==> config.mk <==
export PLATFORM = sky130hd
export DESIGN_NAME = ddtc_ctrl
export DESIGN_NICKNAME = d
export VERILOG_FILES = /design/src/hdl/ddtc_pkg.sv /design/src/hdl/ddtc_ctrl.sv
export SDC_FILE = /design/constraint.sdc
export NUM_CORES = 1
export LEC_CHECK = 0
export BUFFER_PORTS_ARGS = -buffer_cell sky130_fd_sc_hd__buf_2
export CAP_MARGIN = 15
export CORE_MARGIN = 2
export CORE_UTILIZATION = 30
export CTS_CLUSTER_DIAMETER = 40
export DETAILED_ROUTE_END_ITERATION = 8
export PLACE_DENSITY = 0.58
export SYNTH_ARGS = -nofsm -noshare
export SYNTH_HDL_FRONTEND = slang
export SYNTH_SLANG_ARGS = --single-unit
==> constraint.sdc <==
create_clock -name clock -period 1.45 [get_ports clock]
set_input_delay 0.29 -clock clock [delete_from_list [all_inputs] [get_ports clock]]
set_output_delay 0.29 -clock clock [all_outputs]
set_load 0.1 [all_outputs]
==> src/hdl/ddtc_pkg.sv <==
// shared types, constants and helper functions of the tracking controller
package ddtc_pkg;

   // configuration register file
   localparam int CfgCount = 8;
   localparam int CfgW     = 16;
   localparam int CfgIdxW  = 3;

   localparam logic [CfgIdxW-1:0] RegGainX      = 3'd0;
   localparam logic [CfgIdxW-1:0] RegGainY      = 3'd1;
   localparam logic [CfgIdxW-1:0] RegOffsetB    = 3'd2;
   localparam logic [CfgIdxW-1:0] RegInverseB   = 3'd3;
   localparam logic [CfgIdxW-1:0] RegHalfRadius = 3'd4;
   localparam logic [CfgIdxW-1:0] RegRadTrack   = 3'd5;
   localparam logic [CfgIdxW-1:0] RegCtrlPeriod = 3'd6;
   localparam logic [CfgIdxW-1:0] RegTickPeriod = 3'd7;

   localparam logic [CfgW-1:0] CfgReset [CfgCount] =
      '{16'd1280, 16'd1280, 16'd6554, 16'd2560, 16'd2933, 16'd17509, 16'd655, 16'd66};

   // trig unit
   localparam int TrigIterDefault = 16;
   localparam logic signed [33:0] CordicStart = 34'sd652032874;
   // 32768/pi in Q16.16
   localparam logic signed [33:0] Rad2Bam     = 34'sd683565276;

   // shared multiplier widths
   localparam int MulAW = 36;
   localparam int MulBW = 34;
   localparam int ProdW = MulAW + MulBW;

   typedef enum logic [1:0] {
      OP_TICK  = 2'd0,
      OP_STEP  = 2'd1,
      OP_LOAD  = 2'd2,
      OP_SPARE = 2'd3
   } opcode_type;

   typedef enum logic [3:0] {
      MUL_NONE, MUL_OMEGA, MUL_VEL, MUL_DS, MUL_RAD_CTRL, MUL_RAD_TICK, MUL_BAM,
      MUL_POSE_X, MUL_POSE_Y, MUL_PX, MUL_PY, MUL_L1, MUL_L2, MUL_A1, MUL_A2, MUL_ANG
   } mul_sel_type;

   typedef enum logic [4:0] {
      POST_NONE, POST_OMEGA, POST_VEL, POST_DS, POST_RAD, POST_HALF, POST_TICK,
      POST_POSE_X, POST_POSE_Y, POST_ERR, POST_PX, POST_PY, POST_ACC, POST_LIN,
      POST_TURN, POST_ANG, POST_OUT
   } post_type;

   typedef enum logic [5:0] {
      ST_IDLE, ST_OMEGA_M, ST_OMEGA_P, ST_VEL_M, ST_VEL_P, ST_DS_M, ST_DS_P,
      ST_RAD_M, ST_RAD_P, ST_BAM_M, ST_BAM_P, ST_MID_GO, ST_MID_ROT,
      ST_POSEX_M, ST_POSEX_P, ST_POSEY_M, ST_POSEY_P, ST_HEAD_GO, ST_HEAD_ROT,
      ST_GX_M, ST_GX_P, ST_GY_M, ST_GY_P, ST_L1_M, ST_L1_P, ST_L2_M, ST_L2_P,
      ST_A1_M, ST_A1_P, ST_A2_M, ST_A2_P, ST_ANG_M, ST_ANG_P, ST_OUT
   } state_type;

   typedef struct packed {
      mul_sel_type mul_sel;
      post_type    post;
      logic        capture;
      logic        load_pose;
      logic        cordic_load;
      logic        cordic_step;
      logic        cordic_head;
   } dp_cmd_type;

   typedef struct packed {
      logic cordic_last;
   } dp_status_type;

   // arctangent of 2^-i as binary angle scaled by 2^16
   function automatic logic [30:0] atan_entry(input logic [4:0] idx);
      logic [30:0] val;
      case (idx)
         5'd0:  val = 31'd536870912;
         5'd1:  val = 31'd316933406;
         5'd2:  val = 31'd167458907;
         5'd3:  val = 31'd85004756;
         5'd4:  val = 31'd42667331;
         5'd5:  val = 31'd21354465;
         5'd6:  val = 31'd10679838;
         5'd7:  val = 31'd5340245;
         5'd8:  val = 31'd2670163;
         5'd9:  val = 31'd1335087;
         5'd10: val = 31'd667544;
         5'd11: val = 31'd333772;
         5'd12: val = 31'd166886;
         5'd13: val = 31'd83443;
         5'd14: val = 31'd41722;
         5'd15: val = 31'd20861;
         5'd16: val = 31'd10430;
         5'd17: val = 31'd5215;
         5'd18: val = 31'd2608;
         5'd19: val = 31'd1304;
         5'd20: val = 31'd652;
         5'd21: val = 31'd326;
         5'd22: val = 31'd163;
         5'd23: val = 31'd81;
         default: val = 31'd0;
      endcase
      return val;
   endfunction

   // shift right rounding to nearest, ties up
   function automatic logic signed [ProdW-1:0] rnd_shift(input logic signed [ProdW-1:0] v,
                                                       input int unsigned sh);
      logic signed [ProdW-1:0] bias;
      bias = ProdW'(1) <<< (sh - 1);
      return (v + bias) >>> sh;
   endfunction

   // clamp to 32-bit signed range
   function automatic logic signed [31:0] sat32(input logic signed [ProdW-1:0] v);
      logic signed [31:0] res;
      if (v > ProdW'(64'sd2147483647)) res = 32'sh7fffffff;
      else if (v < -ProdW'(64'sd2147483648)) res = 32'sh80000000;
      else res = v[31:0];
      return res;
   endfunction

endpackage

==> src/hdl/ddtc_ctrl.sv <==
// controller: sequences the datapath for tick, control step and pose load
module ddtc_ctrl (
   input  logic                     clock,
   input  logic                     reset,
   input  logic                     req_valid,
   input  ddtc_pkg::opcode_type     req_opcode,
   output logic                     req_ready,
   output logic                     rsp_valid,
   input  logic                     rsp_ready,
   output ddtc_pkg::dp_cmd_type     cmd,
   input  ddtc_pkg::dp_status_type  status
);
   import ddtc_pkg::*;

   state_type state_ff, state_in;
   logic      tick_ff, tick_in;
   logic      rsp_valid_ff, rsp_valid_in;
   logic      accept;
   logic      out_free;

   assign accept   = req_valid && (state_ff == ST_IDLE);
   assign out_free = !rsp_valid_ff || rsp_ready;

   // next state
   always_comb begin
      state_in = state_ff;
      unique case (state_ff)
         ST_IDLE: begin
            if (accept && (req_opcode == OP_TICK || req_opcode == OP_STEP))
               state_in = ST_OMEGA_M;
         end
         ST_OMEGA_M:  state_in = ST_OMEGA_P;
         ST_OMEGA_P:  state_in = tick_ff ? ST_RAD_M : ST_VEL_M;
         ST_VEL_M:    state_in = ST_VEL_P;
         ST_VEL_P:    state_in = ST_DS_M;
         ST_DS_M:     state_in = ST_DS_P;
         ST_DS_P:     state_in = ST_RAD_M;
         ST_RAD_M:    state_in = ST_RAD_P;
         ST_RAD_P:    state_in = ST_BAM_M;
         ST_BAM_M:    state_in = ST_BAM_P;
         ST_BAM_P:    state_in = tick_ff ? ST_IDLE : ST_MID_GO;
         ST_MID_GO:   state_in = ST_MID_ROT;
         ST_MID_ROT:  state_in = status.cordic_last ? ST_POSEX_M : ST_MID_ROT;
         ST_POSEX_M:  state_in = ST_POSEX_P;
         ST_POSEX_P:  state_in = ST_POSEY_M;
         ST_POSEY_M:  state_in = ST_POSEY_P;
         ST_POSEY_P:  state_in = ST_HEAD_GO;
         ST_HEAD_GO:  state_in = ST_HEAD_ROT;
         ST_HEAD_ROT: state_in = status.cordic_last ? ST_GX_M : ST_HEAD_ROT;
         ST_GX_M:     state_in = ST_GX_P;
         ST_GX_P:     state_in = ST_GY_M;
         ST_GY_M:     state_in = ST_GY_P;
         ST_GY_P:     state_in = ST_L1_M;
         ST_L1_M:     state_in = ST_L1_P;
         ST_L1_P:     state_in = ST_L2_M;
         ST_L2_M:     state_in = ST_L2_P;
         ST_L2_P:     state_in = ST_A1_M;
         ST_A1_M:     state_in = ST_A1_P;
         ST_A1_P:     state_in = ST_A2_M;
         ST_A2_M:     state_in = ST_A2_P;
         ST_A2_P:     state_in = ST_ANG_M;
         ST_ANG_M:    state_in = ST_ANG_P;
         ST_ANG_P:    state_in = ST_OUT;
         ST_OUT:      state_in = out_free ? ST_IDLE : ST_OUT;
      endcase
   end

   // datapath commands
   always_comb begin
      req_ready       = 1'b0;
      cmd.mul_sel     = MUL_NONE;
      cmd.post        = POST_NONE;
      cmd.capture     = 1'b0;
      cmd.load_pose   = 1'b0;
      cmd.cordic_load = 1'b0;
      cmd.cordic_step = 1'b0;
      cmd.cordic_head = 1'b0;
      unique case (state_ff)
         ST_IDLE: begin
            req_ready     = 1'b1;
            cmd.capture   = accept;
            cmd.load_pose = accept && (req_opcode == OP_LOAD);
         end
         ST_OMEGA_M:  cmd.mul_sel = MUL_OMEGA;
         ST_OMEGA_P:  cmd.post    = POST_OMEGA;
         ST_VEL_M:    cmd.mul_sel = MUL_VEL;
         ST_VEL_P:    cmd.post    = POST_VEL;
         ST_DS_M:     cmd.mul_sel = MUL_DS;
         ST_DS_P:     cmd.post    = POST_DS;
         ST_RAD_M:    cmd.mul_sel = tick_ff ? MUL_RAD_TICK : MUL_RAD_CTRL;
         ST_RAD_P:    cmd.post    = POST_RAD;
         ST_BAM_M:    cmd.mul_sel = MUL_BAM;
         ST_BAM_P:    cmd.post    = tick_ff ? POST_TICK : POST_HALF;
         ST_MID_GO:   cmd.cordic_load = 1'b1;
         ST_MID_ROT:  cmd.cordic_step = 1'b1;
         ST_POSEX_M:  cmd.mul_sel = MUL_POSE_X;
         ST_POSEX_P:  cmd.post    = POST_POSE_X;
         ST_POSEY_M:  cmd.mul_sel = MUL_POSE_Y;
         ST_POSEY_P:  cmd.post    = POST_POSE_Y;
         ST_HEAD_GO: begin
            cmd.cordic_load = 1'b1;
            cmd.cordic_head = 1'b1;
            cmd.post        = POST_ERR;
         end
         ST_HEAD_ROT: cmd.cordic_step = 1'b1;
         ST_GX_M:     cmd.mul_sel = MUL_PX;
         ST_GX_P:     cmd.post    = POST_PX;
         ST_GY_M:     cmd.mul_sel = MUL_PY;
         ST_GY_P:     cmd.post    = POST_PY;
         ST_L1_M:     cmd.mul_sel = MUL_L1;
         ST_L1_P:     cmd.post    = POST_ACC;
         ST_L2_M:     cmd.mul_sel = MUL_L2;
         ST_L2_P:     cmd.post    = POST_LIN;
         ST_A1_M:     cmd.mul_sel = MUL_A1;
         ST_A1_P:     cmd.post    = POST_ACC;
         ST_A2_M:     cmd.mul_sel = MUL_A2;
         ST_A2_P:     cmd.post    = POST_TURN;
         ST_ANG_M:    cmd.mul_sel = MUL_ANG;
         ST_ANG_P:    cmd.post    = POST_ANG;
         ST_OUT: begin
            if (out_free) cmd.post = POST_OUT;
         end
      endcase
   end

   // response valid and item kind
   assign rsp_valid_in = ((state_ff == ST_OUT) && out_free) || (rsp_valid_ff && !rsp_ready);
   assign tick_in      = accept ? (req_opcode == OP_TICK) : tick_ff;

   always_ff @(posedge clock) begin
      if (reset) begin
         state_ff     <= ST_IDLE;
         tick_ff      <= 1'b0;
         rsp_valid_ff <= 1'b0;
      end else begin
         state_ff     <= state_in;
         tick_ff      <= tick_in;
         rsp_valid_ff <= rsp_valid_in;
      end
   end

   assign rsp_valid = rsp_valid_ff;

   // a new result only comes out of the final state
   a_rsp_from_out: assert property (@(posedge clock) disable iff (reset)
      $rose(rsp_valid_ff) |-> $past(state_ff == ST_OUT))
      else $error("result raised outside final state");

   // a waiting result is never overwritten
   a_out_holds: assert property (@(posedge clock) disable iff (reset)
      (state_ff == ST_OUT) && rsp_valid_ff && !rsp_ready |=> state_ff == ST_OUT)
      else $error("final state left while result pending");

   // a control step or tick starts the sequence
   a_step_starts: assert property (@(posedge clock) disable iff (reset)
      accept && (req_opcode == OP_STEP || req_opcode == OP_TICK) |=> state_ff == ST_OMEGA_M)
      else $error("accepted word did not start sequence");

endmodule

* After elaboration in Yosys (flattened, before gate mapping)
Cells that the tools add are included.
Word-level totals: input port bits 7, bits in writable memories 0, logic and storage cells 71, latch bits 0, register bits after elaboration 8, output and inout bits 16, ROM bits 0, memories 0
Operators by class: bitwise logic cells 0, equality and inequality tests 36, add/sub/neg operators 0, reduce and logical (&&, ||, !) cells 15, order comparisons 0, shift operators 0, multipliers 0, multiplexer cells 17, divide/modulo/power cells 0
Operator list (count):
- one-hot mux 6 bit (34 select lines) | 1
- == test 6 x 5 -> 1 bit, second input constant | 16
- one-hot mux 5 bit (15 select lines) | 1
- one-hot mux 4 bit (14 select lines) | 1
- == test 6 x 4 -> 1 bit, second input constant | 8
- == test 6 x 3 -> 1 bit, second input constant | 4
- == test 6 x 2 -> 1 bit, second input constant | 2
- == test 6 bit, second input constant | 2
- two-way mux 6 bit | 2
- two-way mux 1 bit | 7
- == test 6 x 1 -> 1 bit, second input constant | 1
- zero test 6 bit | 1
- OR reduction 2 bit | 3
- logical AND 1 bit | 5
- two-way mux 5 bit | 1
- two-way mux 2 bit | 2
- two-way mux 4 bit | 1
- logical OR 1 bit | 3
- two-way mux 3 bit | 1
- == test 2 x 1 -> 1 bit, second input constant | 1
- == test 2 bit, second input constant | 1
- zero test 1 bit | 2
- zero test 2 bit | 1
- != test 2 x 1 -> 1 bit, second input constant | 1

* Longest topological paths before layout
Gate-level depths: netlist of the first run.
depth after elaboration 5, depth in mapped cells 6, gate-level depth less buffers 4

* Worst setup path before layout of the first run
No wires, ideal clock.
kind reg-to-output, start reg state_ff[3], end out cmd[0] (netlist bit), setup slack -2.421 ns, data required time 1.160 ns, path buffers 2, arrival time 3.581 ns, cell stages (with the launch flop) 4, path through dfxtp_1 > buf_2 > buf_2 > nor4_1
RTL lines:
- from (decl) | line ddtc_ctrl.sv:15 | state_type state_ff, state_in;
- from (signal assigned) | line ddtc_ctrl.sv:136 | state_ff <= state_in;
- to (decl) | line ddtc_ctrl.sv:10 | output ddtc_pkg::dp_cmd_type cmd,

==> results of run 1 <==
==> layer usage <==
layer  GRT usage [%]  routed length (um)  vias to the layer above
met5               0                   0                        -
met4            5.08                   0                        0
met3            4.11                 275                        0
met2            38.2                1980                       50
met1            28.7                1550                      613
li1                -                   -                      607
==> worst register-to-register path, delay by kind of cell (launching register included) <==
kind / cells / cell delay [ns]
buffers and inverters: 2 / 0.27
AOI/OAI and AO/OA: 1 / 0.11
DFF: 1 / 0.37
and+or+nand+nor: 3 / 0.88
==> worst paths after layout <==
kind                                               start                    to  slack, ns  cells after the start
worst max-delay path            state_ff[2]$_SDFFE_PP0P_                cmd[3]      -0.44                      4
worst min-delay path                               reset  tick_ff$_SDFFE_PP0P_       0.26                      2
worst max register to register  state_ff[2]$_SDFFE_PP0P_  tick_ff$_SDFFE_PP0P_      -0.23                      6
worst min register to register      rsp_valid$_SDFF_PP0_  rsp_valid$_SDFF_PP0_       0.54                      2
==> cells in the final DEF, fill, tap and decap left out, types with 4 or more instances in the layout <==
cell / count
nand2_2: 4
buf_4: 37
buf_12: 17
buf_2: 8
nor2_1: 5
dfxtp_4: 5
o21ai_1: 5
a21oi_1: 7
buf_6: 9
==> registers in the layout, summed over array words and instances (netlist names) <==
signal	cells
tick_ff	1
state_ff	6
rsp_valid	1
==> logic make-up (layout without fill, tap and decap cells) <==
logic type | Yosys count | in the layout | synth area share [%]
AOI/OAI and AO/OA | 46 | 46 | 32.8
DFF | 8 | 8 | 17.0
xor gates and xnor gates | 2 | 2 | 1.86
and+or+nand+nor | 52 | 52 | 34.6
muxes | 2 | 2 | 2.12
buffers and inverters | 19 | 80 | 11.7
==> stage by stage <==
stage               total power (W)  util (%)  area [um2]  instances  setup slack (ns)
detailed placement         0.000473      58.8        1780        226            -0.268
floorplan                  0.000377         -        1160        129            -0.557
CTS                        0.000660      63.4        1920        233            -0.447
finish                     0.000661      65.9        2000        234            -0.441
global placement           0.000472      58.8        1780        226            -0.235
global route               0.000688      65.9        2000        234            -0.509
==> Yosys cell counts (3+ instances only) <==
cell       number  area share [%]
nor2_1          9             3.6
o21ai_0         9             4.8
a21oi_1        10             5.3
inv_1           4             1.6
nand4bb_1       3             3.6
nand2_1         6             2.4
a21o_1          3             2.4
dfxtp_1         8              17
nand2b_1        7             4.6
nand3_1         4             2.1
buf_4           4             3.2
buf_2           7             3.7
==> area by class of cell <==
| type | instances | area share [%] |
|---|---|---|
| Sequential cell | 8 | 9.09 |
| Tap cell | 44 | 2.76 |
| Clock buffer | 3 | 1.13 |
| Inverter | 6 | 1.25 |
| Timing Repair Buffer | 71 | 38.1 |
| Multi-Input combinational cell | 102 | 47.7 |
==> what timing repair did <==
| item | CTS | global route |
|---|---|---|
| buffers inserted | 3 | 3 |
| hold endpoints to repair | 0 | 0 |
| resized for setup | 29 | 15 |
| gates cloned | 1 | 0 |
| pin swaps | 9 | 7 |
| endpoints found under the setup margin | 21 | 21 |
==> power by group <==
part / internal [W] / total [W] / leakage, nW / switching (W)
logic: 0.000110 / 0.000263 / 0.643 / 0.000153
registers: 0.000215 / 0.000221 / 0.0696 / 0.00000636
clock network: 0.0000951 / 0.000176 / 0.0138 / 0.0000812
==> metrics.txt, run 1 <==
achievable frequency=529 MHz; largest net degree at the start of global routing=14; worst hold path type=input port to register; highest ir drop seen on vdd=approximately 0.00031 V; hold violation count in the final report=0; DIE AREA=around 0.0036 mm2; number of buffers on the longest clock path=2; post-synth cell types=54; required time at the worst-slack endpoint=1.16 ns; count of buffering cells on the critical path with inverters included=1; cell with the largest stage delay on the worst path=dfxtp_4; ratio of final minimum period to clock period=130%; Die X-Extent=60.1 um; area of combinational cells with multiple inputs=around 950 um2; first-pass GRT wire length=between 6 and 7 mm; 1st-iter DRT viols=52; max-cap violations=0; sequential share of the synthesized area=roughly 17%; post-DR vias/cell=roughly 5.4; startpoint type of the worst setup path=register; yosys synthesis warning count=0; Total GRT Usage=between 20% and 30%; CTS sink count=8; leakage power total=between 0.7 and 0.8 nW; average routed wire per standard cell=approximately 16 um; Pins Over Slew Limit=0; kind of cell with the highest combined delay on the critical path=simple AND/OR/NAND/NOR gates; Total Nets Final=199; power density relative to cell area=~330 mW/mm2; via count=roughly 1.3k; Crit. End Element=output port; fraction of synthesis flops using an asynchronous set or reset pin=0%; worst-case hold slack=between 0.2 and 0.3 ns; status=finished with violations; Clock Latency Late Sink=0.26 ns; worst path setup slack after routing=-0.441 ns; row count=20; count of buffers inserted at the top-level ports=22; area used by sequential logic in the layout=181 um2; master cell of the clock root buffer=clkbuf_4; GRT overflow=0; number of enable flip-flop cells after synthesis=0; cts hold-fix bufs=0; Post-Syn Area per Cell=roughly 7.3 um2; weighted congestion at the end of routability-driven global placement=roughly 0.91; post-synthesis cell count=approximately 130; final setup TNS=-5.59 ns; type of the setup path with the least slack=register to output port; fin crit period=between 1.5 and 2 ns; htree depth=1; Antenna Diode Count=0; final number of setup-violating endpoints=17; leading register cell type out of synthesis=dfxtp_1; share of layout cells above drive strength 1=about two thirds; failing checks=setup timing; number of antenna violations at the first check in global routing=0; final WL=3.80 mm; critical path data arrival time=1.60 ns; vias in the first global route=1306; Mapped Area=943 um2; Remaining DRCs=0; clock-pin transition on the worst setup and hold timing paths=0.06 ns; maximum fanout count along the critical path=8; slowest stage delay, CP=approximately 0.37 ns; Critical Path, Cell by Cell=nor3_4 -> nand3_2 -> nor3b_4 -> buf_12; Syn Nets=around 140; remaining number of nets flagged by the antenna check after routing=0; Detailed Routing Iterations Pass 1=4; Fin Clk Skew=between 0.004 and 0.005 ns; register bit total from synthesis=8; Worst Max-Slew Pin Slew=between 0.4 and 0.5 ns; TritonCTS clock tree=done; worst max-slew margin expressed relative to the limit=68.0%; starting utilization of the core area=a little under a third; CTS Buf Count=3; post-detail-place hpwl=around 2.7 mm; synth-to-layout area growth=112%; Floorplan Core Area=0.00303 mm2; filler cell count=between 200 and 250; chip height=roughly 60 um; unrepaired setup endpoints after global routing=true; number of placed I/O pins=23
Power figures use the tool's default switching activity.
==> inputs of run 2 (changes only) <==
--- a/config.mk
+++ b/config.mk
@@ -11,6 +11,7 @@
 export CORE_UTILIZATION = 30
 export CTS_CLUSTER_DIAMETER = 40
 export DETAILED_ROUTE_END_ITERATION = 8
+export MAX_ROUTING_LAYER = met4
 export PLACE_DENSITY = 0.58
 export SYNTH_ARGS = -nofsm -noshare
 export SYNTH_HDL_FRONTEND = slang
==> metrics.txt, run 2 (same netlist as run 1, synthesis figures left out) <==
unrepaired setup endpoints after global routing=true; TritonCTS clock tree=done; CTS Buf Count=3; ratio of final minimum period to clock period=134%; wire length on met2=~2.1 mm; most common cell after layout, fill and taps aside=buf_4; Fin Clk Skew=~0.0024 ns; first-pass GRT wire length=around 6.3 mm; leakage power total=around 0.81 nW; largest net degree at the start of global routing=17; worst-case hold slack=about 0.29 ns; average routed wire per standard cell=16.3 um; DIE AREA=around 0.0036 mm2; synth-to-layout area growth=133%; master cell of the clock root buffer=clkbuf_4; area of combinational cells with multiple inputs=0.00100 mm2; post-detail-place hpwl=between 2 and 3 mm; power density relative to cell area=317 mW/mm2; hold violation count in the final report=0; vias in the first global route=about 1.3k; achievable frequency=about 500 MHz; Crit. End Element=output port; max reg flops=6; Clock Latency Late Sink=~0.26 ns; via count=roughly 1.3k; number of buffers on the longest clock path=2; register name with the most flops=state_ff; remaining number of nets flagged by the antenna check after routing=0; row count=20; area used by sequential logic in the layout=around 180 um2; maximum fanout count along the critical path=6; failing checks=setup timing; cts hold-fix bufs=0; wire length on met1=1.78 mm; fin crit period=1.95 ns; chip height=~60 um; Total Nets Final=215; GRT overflow=0; Layout Utilization=between 70% and 80%; number of antenna violations at the first check in global routing=0; Antenna Diode Count=0; final number of setup-violating endpoints=22; highest ir drop seen on vdd=0.000498 V; Pins Over Slew Limit=0; worst max-slew margin expressed relative to the limit=approximately 68%; commonest cells after routing, fill and taps aside=buf_4, buf_6, buf_12, buf_2; filler cell count=220; reg2reg setup slack=-0.14 ns; status=finished with violations; count of buffers inserted at the top-level ports=22; max-cap violations=0; htree depth=1; clock-pin transition on the worst setup and hold timing paths=0.05 ns; Detailed Routing Iterations Pass 1=4; share of layout cells above drive strength 1=between 70% and 80%; Worst Max-Slew Pin Slew=just under 0.5 ns; Die X-Extent=around 60 um; met3 layer wire length in the routed design=roughly 130 um; startpoint type of the worst setup path=register; 1st-iter DRT viols=54; CTS sink count=8; Total GRT Usage=roughly a quarter; critical path data arrival time=1.66 ns; starting utilization of the core area=a little under a third; Floorplan Core Area=between 0.003 and 0.004 mm2; number of placed I/O pins=23; final WL=approximately 4.1 mm; worst path setup slack after routing=-0.495 ns; Remaining DRCs=0; worst hold path type=input port to register; required time at the worst-slack endpoint=between 1 and 1.5 ns; max layer used=met4; type of the setup path with the least slack=register to output port; weighted congestion at the end of routability-driven global placement=0.881; post-DR vias/cell=roughly 5.2
==> run 2: cell count changes in the layout (fill, tap and decap cells not counted), moves of 2 or more <==
cell / change
a21oi_2: +2
buf_6: +10
nand2_2: -2
buf_4: +8
o21ai_1: -3
o21ai_0: +2
a21oi_1: -2
==> run 2: routing by layer <==
| metal | GRT usage (%) | up-vias |
|---|---|---|
| met5 | - | - |
| met4 | 4.13 | 0 |
| met3 | 4.55 | 13 |
| met2 | 39.0 | 39 |
| met1 | 31.2 | 618 |
| li1 | - | 638 |
==> run 2: cell type report <==
class / instances / area share [%]
Clock buffer: 3 / 1.03
Inverter: 6 / 1.14
Multi-Input combinational cell: 102 / 45.8
Sequential cell: 8 / 8.26
Tap cell: 44 / 2.51
Timing Repair Buffer: 87 / 41.3
==> run 2: path summary, 6_finish.rpt <==
path / cells after the start / start / end
max: 6 / state_ff[1]$_SDFFE_PP0P_ / cmd[5]
min: 2 / reset / tick_ff$_SDFFE_PP0P_
max reg2reg: 8 / state_ff[0]$_SDFFE_PP0P_ / state_ff[1]$_SDFFE_PP0P_
min reg2reg: 2 / rsp_valid$_SDFF_PP0_ / rsp_valid$_SDFF_PP0_
==> run 2: repair_timing <==
action                                  in CTS  in global routing
gates resized for setup                     32                 33
pin swaps                                   18                 22
endpoints found under the setup margin      21                 21
setup buffers                               15                 12
==> run 2: metrics by stage <==
stage               std cells  setup TNS [ns]  total power [W]  worst slack [ns]  instance area (um2)
detailed placement        227           -2.89         0.000467            -0.261                 1780
floorplan                 129           -5.81         0.000377            -0.557                 1160
global placement          227           -2.52         0.000464            -0.236                 1780
global route              250           -7.44         0.000723            -0.564                 2200
finish                    250           -6.36         0.000696            -0.495                 2200
CTS                       244           -5.99         0.000655            -0.438                 2000
==> run 2: critical path, stage by stage (launching register included) <==
cell     delay [ns]
dfxtp_4        0.38
buf_6          0.13
and2_4         0.13
mux2i_1        0.16
o22ai_1        0.12
a32o_4         0.30
buf_12         0.16
==> run 2: power by group <==
part / internal [W] / switching (W)
Combinational: 0.000131 / 0.000164
Clock: 0.0000952 / 0.0000830
Sequential: 0.000216 / 0.00000682
Total: 0.000443 / 0.000253
